$ cat src/rtl/mbst_pkg.sv
// shared constants, types and the alpha table for the meter ballistics block
`default_nettype none
package mbst_pkg;

  localparam int SLOT_COUNT  = 1024;
  localparam int SLOT_AW     = (SLOT_COUNT > 1) ? $clog2(SLOT_COUNT) : 1;
  localparam int FILL_W      = $clog2(SLOT_COUNT + 1);

  localparam int HANDLE_W    = 16;
  localparam int CHAN_W      = 4;
  localparam int KEY_W       = HANDLE_W + CHAN_W + 1;
  localparam int LEVEL_W     = 16;
  localparam int TARGET_W    = 17;
  localparam int TIME_W      = 40;
  localparam int TAU_W       = 16;
  localparam int STALE_W     = 32;
  localparam int CFG_W       = 32;
  localparam int CFG_IDX_W   = 2;
  localparam int ENTRY_W     = KEY_W + LEVEL_W + TIME_W;
  localparam int PROD_W      = 2 * LEVEL_W;

  localparam int ALPHA_DEPTH   = 256;
  localparam int ALPHA_X_RANGE = 8;
  localparam int ALPHA_IW      = $clog2(ALPHA_DEPTH);
  localparam int STEP_W        = $clog2(ALPHA_IW);
  localparam int DIV_W         = TAU_W + $clog2(ALPHA_X_RANGE);
  localparam int NUM_W         = TIME_W + ALPHA_IW + 1;
  localparam int REM_W         = DIV_W + ALPHA_IW + 1;

  localparam logic [LEVEL_W-1:0] FULL_SCALE = LEVEL_W'(32768);
  localparam logic [PROD_W-1:0]  ROUND_HALF = PROD_W'(16384);

  typedef enum logic [CFG_IDX_W-1:0] {
    CFG_ATTACK  = 2'd0,
    CFG_RELEASE = 2'd1,
    CFG_STALE   = 2'd2
  } cfg_idx_t;

  typedef struct packed {
    logic [TAU_W-1:0]   attack_tau;
    logic [TAU_W-1:0]   release_tau;
    logic [STALE_W-1:0] stale_after;
  } cfg_t;

  typedef struct packed {
    logic start;
    logic scan;
    logic decide;
    logic div_step;
    logic look;
    logic mul;
    logic upd;
    logic write;
  } cmd_t;

  typedef struct packed {
    logic scan_done;
    logic direct;
    logic sat;
    logic div_done;
  } stat_t;

  typedef enum logic [2:0] {
    ST_IDLE,
    ST_SCAN,
    ST_DECIDE,
    ST_DIV,
    ST_LOOK,
    ST_MUL,
    ST_UPD,
    ST_WRITE
  } state_t;

  typedef logic [LEVEL_W-1:0] alpha_tab_t [ALPHA_DEPTH];

  // exp(-h) by taylor series in q31, then repeated powers give 1 - exp(-x)
  function automatic alpha_tab_t build_alpha();
    logic [63:0] hq;
    logic [63:0] term;
    logic [63:0] pos;
    logic [63:0] neg;
    logic [63:0] e;
    logic [63:0] cur;
    alpha_tab_t  t;
    hq   = (64'(ALPHA_X_RANGE) << 31) / 64'(ALPHA_DEPTH);
    term = 64'd1 << 31;
    pos  = term;
    neg  = 64'd0;
    for (int k = 1; k <= 24; k++) begin
      term = ((term * hq) >> 31) / 64'(k);
      if (k % 2 == 1) neg = neg + term;
      else            pos = pos + term;
    end
    e   = (pos > neg) ? pos - neg : 64'd0;
    cur = 64'd1 << 31;
    for (int i = 0; i < ALPHA_DEPTH; i++) begin
      t[i] = LEVEL_W'(64'(FULL_SCALE) - ((cur + 64'd32768) >> 16));
      cur  = (cur * e + (64'd1 << 30)) >> 31;
    end
    return t;
  endfunction

  localparam alpha_tab_t ALPHA_TAB = build_alpha();

endpackage
`default_nettype wire

$ cat src/rtl/mbst_ctrl.sv
// sequencer: scan, decide, divide, lookup, multiply, update, write back
`default_nettype none
module mbst_ctrl (
  input  wire logic            clk,
  input  wire logic            rst_n,
  input  wire logic            in_valid,
  output logic                 in_ready,
  input  wire logic            out_ready,
  output logic                 out_valid,
  input  wire mbst_pkg::stat_t stat,
  output mbst_pkg::cmd_t       cmd
);
  import mbst_pkg::*;

  state_t state_r, state_nxt;
  logic   out_valid_r, out_valid_nxt;
  logic   out_free;

  assign out_free  = !out_valid_r || out_ready;
  assign in_ready  = (state_r == ST_IDLE);
  assign out_valid = out_valid_r;

  always_ff @(posedge clk) begin
    if (!rst_n) begin
      state_r     <= ST_IDLE;
      out_valid_r <= 1'b0;
    end else begin
      state_r     <= state_nxt;
      out_valid_r <= out_valid_nxt;
    end
  end

  always_comb begin
    state_nxt     = state_r;
    cmd           = '0;
    out_valid_nxt = out_valid_r && !out_ready;
    case (state_r)
      ST_IDLE: begin
        if (in_valid) begin
          cmd.start = 1'b1;
          state_nxt = ST_SCAN;
        end
      end
      ST_SCAN: begin
        cmd.scan = 1'b1;
        if (stat.scan_done) state_nxt = ST_DECIDE;
      end
      ST_DECIDE: begin
        cmd.decide = 1'b1;
        if (stat.direct)   state_nxt = ST_WRITE;
        else if (stat.sat) state_nxt = ST_MUL;
        else               state_nxt = ST_DIV;
      end
      ST_DIV: begin
        cmd.div_step = 1'b1;
        if (stat.div_done) state_nxt = ST_LOOK;
      end
      ST_LOOK: begin
        cmd.look  = 1'b1;
        state_nxt = ST_MUL;
      end
      ST_MUL: begin
        cmd.mul   = 1'b1;
        state_nxt = ST_UPD;
      end
      ST_UPD: begin
        cmd.upd   = 1'b1;
        state_nxt = ST_WRITE;
      end
      ST_WRITE: begin
        if (out_free) begin
          cmd.write     = 1'b1;
          out_valid_nxt = 1'b1;
          state_nxt     = ST_IDLE;
        end
      end
      default: state_nxt = ST_IDLE;
    endcase
  end
endmodule
`default_nettype wire

$ cat config.mk
export PLATFORM = sky130hd
export DESIGN_NAME = mbst_ctrl
export DESIGN_NICKNAME = d
export VERILOG_FILES = /design/src/rtl/mbst_pkg.sv /design/src/rtl/mbst_ctrl.sv
export SDC_FILE = /design/constraint.sdc
export NUM_CORES = 1
export LEC_CHECK = 0
export ABC_AREA = 1
export BUFFER_PORTS_ARGS = -buffer_cell sky130_fd_sc_hd__buf_2
export CORE_AREA = 2 2 39 41
export DETAILED_ROUTE_END_ITERATION = 10
export DIE_AREA = 0 0 41 43
export HOLD_SLACK_MARGIN = 0.12
export RECOVER_POWER = 100
export SETUP_SLACK_MARGIN = 0.02
export SLEW_MARGIN = 5
export SYNTH_ARGS = -nofsm -noshare
export SYNTH_HDL_FRONTEND = slang
export SYNTH_SLANG_ARGS = --single-unit
$ cat constraint.sdc
create_clock -name clk -period 3.1 [get_ports clk]
set_input_delay 0.31 -clock clk [delete_from_list [all_inputs] [get_ports clk]]
set_output_delay 0.31 -clock clk [all_outputs]
set_load 0.01 [all_outputs]
==> results.json, run 1 <==
{
  "grt_max_degree": 9,
  "cap_violations": 0,
  "die_h_um": 43,
  "endpoint_kind": "primary output",
  "tightest_slew_ns": 0.376,
  "regArea_um2": 80.1,
  "grt_pass1_vias": 326,
  "gr-usage-all-layers_pct": 10.3,
  "top_layer_used": "met3",
  "detail-route-antenna-nets": 0,
  "synth_top_family_by_area": "simple AND/OR/NAND/NOR gates",
  "htreeDepth": 1,
  "wl_met3_um": 31,
  "clock_sinks": 4,
  "critical_path_class": "reg2out",
  "die_w_um": 41,
  "final_util_pct": 31.3,
  "numCtsBuffers": 3,
  "overflow": 0,
  "clkTransAtPathRegs_ns": 0.04,
  "core_area_um2": 1380,
  "slowest_stage": "dfxtp_1",
  "row_count": 14,
  "cts-hold-fix-buffers": 0,
  "die-area_um2": 1760,
  "critPathLaunchType": "flop",
  "fin_area_um2": 433,
  "post-route-period-util_pct": 54.1,
  "synthMuxAreaShare_pct": 0,
  "top_level_ports": 18,
  "hp-class": "in2reg",
  "path_cells": "nand2_1 > nor2_1 > inv_2 > nor2_1 > buf_2",
  "dp_cells": 87,
  "clock_latency_ns": 0.23,
  "required_ns": 2.79,
  "synth-simple-area-share_pct": 50.0,
  "maxSlewViolCount": 0,
  "ir_worst_vdd_mv": 0.247,
  "path_delay_family": "simple AND/OR/NAND/NOR gates",
  "wl_per_cell_um": 7.93,
  "synth_warnings": 0,
  "synth_area_um2": 345,
  "arrival_ns": 1.37,
  "fill_cells": 164,
  "p_total_uw": 331,
  "via_per_inst": 3.98,
  "run_status": "finished, final reports clean",
  "synth_cell_types": 19,
  "cts_resized": 0,
  "max_freq_ghz": 0.596,
  "synth_nets": 63,
  "place_congestion": 0.822,
  "nNetsFinal": 84,
  "final-setup-viol-count": 0,
  "cpPeakStageDelay_ns": 0.45,
  "final_cells": 90,
  "tns_ns": 0,
  "seq_area_frac_synth_pct": 23.2,
  "cts.root.buffer_cell": "clkbuf_4",
  "crit_fanout": 8,
  "wl_met2_um": 365,
  "hold_viol_final": 0,
  "worst_slew_margin_rel_pct": 74.8,
  "vias": 358,
  "initial_utilization_pct": 25.0,
  "cts_tree": "built",
  "grt_antenna_before_repair": 0,
  "diodes": 0,
  "ys_ff_latch": 4,
  "syn_avg_cell_area_um2": 6.28,
  "dr.pass1.iters": 1,
  "drt-met1-wl_um": 317,
  "period_needed_ns": 1.68,
  "area_growth_pct": 25.4,
  "critical_path.most_common_cell": "nor2_1",
  "drive_gt1_share_pct": 25.7,
  "cts_setup_buffers": 0,
  "path_buf_inv": 2,
  "routed_wl_um": 714,
  "fin_skew_ns": 0.00105,
  "r2r_slack_ns": 1.75,
  "dp_hpwl_um": 602,
  "synth_compound_area_share_pct": 11.6,
  "powerDensity_nw_per_um2": 765,
  "grt_pass1_wl_mm": 1.24,
  "p_leak_nw": 0.239,
  "synth_xor_area_share_pct": 0,
  "synth_adder_area_share_pct": 0,
  "post_dp_cell_area_um2": 445,
  "multi_input_area_um2": 189,
  "drt_iter0_markers": 0,
  "synth_cells": 55,
  "drc": 0,
  "rsz0062_at_grt": "false",
  "port-buffer-count": 17,
  "cts_buffer_depth": 2
}
==> worst register-to-register path, delay by kind of cell, from the launching register on <==
family             cells  cell delay (ns)
AOI/OAI and AO/OA      1             0.08
DFF                    1             0.45
and+or+nand+nor        6             0.71
==> power by group <==
group	switching, mW	leakage, nW	internal (mW)
Combinational	0.110	0.192	0.0640
Sequential	0.0272	0.0329	0.0673
Clock	0.0189	0.0138	0.0431
==> per-stage QoR <==
stage | hold slack, ns | worst slack (ns)
after global placement | 0.576 | 1.79
after global routing | 0.346 | 1.33
after floorplan | 0.428 | 1.94
final | 0.335 | 1.42
after detailed placement | 0.572 | 1.81
after CTS | 0.330 | 1.55
==> placed cells by master, fill, tap and decap left out, types with 2 or more instances in the layout <==
cell / count
clkbuf_1: 9
a21oi_1: 2
buf_2: 8
o21ai_0: 2
nor2_2: 3
nor3_1: 2
clkbuf_4: 3
dfxtp_1: 4
nand2_1: 10
nand2_4: 2
inv_1: 10
nor2_1: 12
==> sequential cells by signal, indices dropped and copies added (netlist names) <==
name       flops
state_r        3
out_valid      1
==> layer usage <==
layer	vias up	global-route usage, %
met1	149	13.1
met5	-	0
met4	0	8.00
li1	202	-
met3	0	1.57
met2	7	14.7
==> path summary, 6_finish.rpt <==
kind         cells past startpoint        from    endpoint
max reg2reg                      7  state_r[1]  state_r[1]
min                              2       rst_n   out_valid
max                              5  state_r[1]      cmd[0]
min reg2reg                      3  state_r[0]  state_r[0]
==> cell families (layout without fill, tap and decap cells) <==
kind of cell	count (synthesis)	after routing
and+or+nand+nor	31	31
buffers and inverters	13	32
AOI/OAI and AO/OA	7	7
DFF	4	4
==> synthesized netlist by cell type <==
library cell  number  area, um^2
inv_2              1        3.75
nand2_2            2        12.5
o21a_1             1        7.51
nand2_4            2        22.5
inv_4              1        6.26
inv_1             10        37.5
buf_2              1        5.00
nor2_2             4        25.0
a21boi_1           1        7.51
nand3_2            1        10.0
o21ai_0            1        5.00
o21ai_1            2        10.0
nor2_1            10        37.5
nand3_1            1        5.00
nand2_1            8        30.0
a21oi_1            2        10.0
nor2_8             1        20.0
nor3_1             2        10.0
dfxtp_1            4        80.1
==> layout make-up <==
cell class	count	area share, %
flip-flops and latches	4	18.5
clock buffers	3	5.20
repair buffers	17	17.1
multi-input cells	38	43.6
inverters	12	11.0
well taps	16	4.62
No activity file was read; power rests on OpenSTA's default activity.
==> inputs of run 2 (changes only) <==
ABC_AREA = 0   (was 1)
clock period = 1.7 ns   (was 3.1 ns; I/O delays follow)
==> run 2 against run 1 <==
Net effect: final cell count fell by 24%; sequential power increased by 35%; count of clock-buffer cells in the layout stayed put; power is 3.8% lower; wire length shrank 2.8%; register-to-register slack worse by 1.4 ns; worst setup slack got worse by 1.2 ns; sequential cell count stayed put; clock skew up 0.0020 ns; hold slack worse by 0.12 ns; critical endpoint is now cmd[6]; largest power group is now registers.
==> results.json, run 2 <==
{
  "cts_setup_buffers": 0,
  "async_reset_ff_share_pct": 0,
  "mostFrequentLayoutCells": "buf_2, clkbuf_1, nor2_1, dfxtp_1, clkbuf_4",
  "hold_viol_final": 0,
  "top_layer_used": "met3",
  "row_count": 14,
  "numCtsBuffers": 3,
  "arrival_ns": 1.34,
  "vias": 304,
  "drive_gt1_share_pct": 26.9,
  "synth_top_area_share_pct": 27.2,
  "core_area_um2": 1380,
  "required_ns": 1.53,
  "htreeDepth": 1,
  "drt_iter0_markers": 7,
  "drc": 0,
  "die_h_um": 43,
  "ys_top_cells_by_count": "dfxtp_1, nor2_1",
  "largest_register_ffs": 3,
  "synth_edf_count": 0,
  "layout.cells.most_common": "buf_2",
  "syn_avg_cell_area_um2": 8.40,
  "dp_hpwl_um": 563,
  "wl_met2_um": 348,
  "endpoint_kind": "primary output",
  "place_congestion": 0.694,
  "r2r_cells": 3,
  "diodes": 0,
  "routed_wl_um": 694,
  "p_leak_nw": 0.154,
  "synth_area_um2": 294,
  "seq_area_frac_synth_pct": 27.2,
  "largest-register": "state_r",
  "area_growth_pct": 31.1,
  "gr-usage-all-layers_pct": 9.03,
  "post-route-period-util_pct": 89.0,
  "cts_tree": "built",
  "port-buffer-count": 17,
  "run_status": "finished, final reports clean",
  "critical_path_class": "reg2out",
  "clock_latency_ns": 0.23,
  "synth_cells": 35,
  "cts_buffer_depth": 2,
  "slowest_stage": "dfxtp_1",
  "hp-class": "in2reg",
  "grt_max_degree": 14,
  "synthTopCellsByArea": "dfxtp_1, nand3_4, buf_4, nor2_1, nor3b_1",
  "synth_cell_types": 24,
  "initial_utilization_pct": 21.2,
  "period_needed_ns": 1.51,
  "cap_violations": 0,
  "preCtsSetupSlack_ns": 0.361,
  "max_freq_ghz": 0.661,
  "detail-route-antenna-nets": 0,
  "hold_depth": 3,
  "synth_nets": 43,
  "nNetsFinal": 62,
  "powerDensity_nw_per_um2": 826,
  "maxSlewViolCount": 0,
  "cts.root.buffer_cell": "clkbuf_4",
  "tns_ns": 0,
  "drt-met1-wl_um": 296,
  "synth_flop_cell": "dfxtp_1",
  "synth_warnings": 0,
  "ir_worst_vdd_mv": 0.256,
  "grt_pass1_wl_mm": 1.01,
  "die-area_um2": 1760,
  "path_cells": "or2b_1 > nor2_1 > clkbuf_1",
  "overflow": 0,
  "grt_pass1_vias": 276,
  "top_level_ports": 18,
  "fin_skew_ns": 0.00306,
  "wl_per_cell_um": 10.2,
  "final-setup-viol-count": 0,
  "cts_resized": 0,
  "wl_met3_um": 49,
  "worst_slew_margin_rel_pct": 72.4,
  "cpPeakStageDelay_ns": 0.56,
  "rsz0062_at_grt": "false",
  "clock_sinks": 4,
  "dr.pass1.iters": 4,
  "ys_ff_latch": 4,
  "clkTransAtPathRegs_ns": 0.03,
  "via_per_inst": 4.47,
  "cts-hold-fix-buffers": 0,
  "setup_ws_ns": 0.186,
  "die_w_um": 41,
  "synth_area_leader_cell": "dfxtp_1",
  "tightest_slew_ns": 0.414,
  "fill_cells": 152,
  "critPathLaunchType": "flop",
  "grt_antenna_before_repair": 0,
  "crit_fanout": 13
}
-- run 2: final timing paths --
check / start / end / slack (ns)
max: state_r[0] / cmd[6] / 0.19
min: rst_n / state_r[0] / 0.22
min reg2reg: out_valid / out_valid / 0.55
max reg2reg: state_r[1] / state_r[1] / 0.36
-- run 2: final cells by class --
cell class	count	area [um^2]	area share, %
inverter	1	3.75	0.974
multi-input combinational	27	184	47.7
sequential	4	80.1	20.8
tap	16	20.0	5.19
clock buffer	3	22.5	5.84
timing repair buffer	17	75.1	19.5
-- run 2: logic make-up (layout without fill, tap and decap cells) --
family | count (synthesis) | in the layout | share of synthesized area [%]
compound gates | 9 | 9 | 21.3
simple gates | 17 | 17 | 37.4
flops | 4 | 4 | 27.2
buf+inv | 4 | 21 | 10.2
mux | 1 | 1 | 3.83
-- run 2: layer usage --
metal	global-route usage, %	vias up
li1	-	159
met1	9.62	133
met2	12.5	12
met3	4.71	0
met4	7.33	0
met5	0	-
-- run 2: critical path: cells and delay by family, from the launching register on --
family,cells,cell delay (ns)
flops,1,0.56
buf+inv,1,0.16
simple gates,2,0.39
-- run 2: metrics by stage --
step | hold slack, ns | cells | cell area, um^2 | utilization [%] | total power, mW
3_5_place_dp | 0.452 | 65 | 373 | 26.9 | 0.212
4_1_cts | 0.210 | 68 | 395 | 28.6 | 0.330
5_1_grt | 0.220 | 68 | 385 | 27.8 | 0.345
6_report | 0.216 | 68 | 385 | 27.8 | 0.318
2_1_floorplan | 0.293 | 35 | 294 | - | 0.187
3_3_place_gp | 0.451 | 65 | 373 | 26.9 | 0.210
-- run 2: report_power, final --
group	switching, mW	leakage [nW]	internal, mW	total, mW
Sequential	0.0252	0.0328	0.102	0.128
Clock	0.0346	0.0138	0.0787	0.113
Combinational	0.0388	0.107	0.0388	0.0776
Total	0.0986	0.154	0.220	0.318
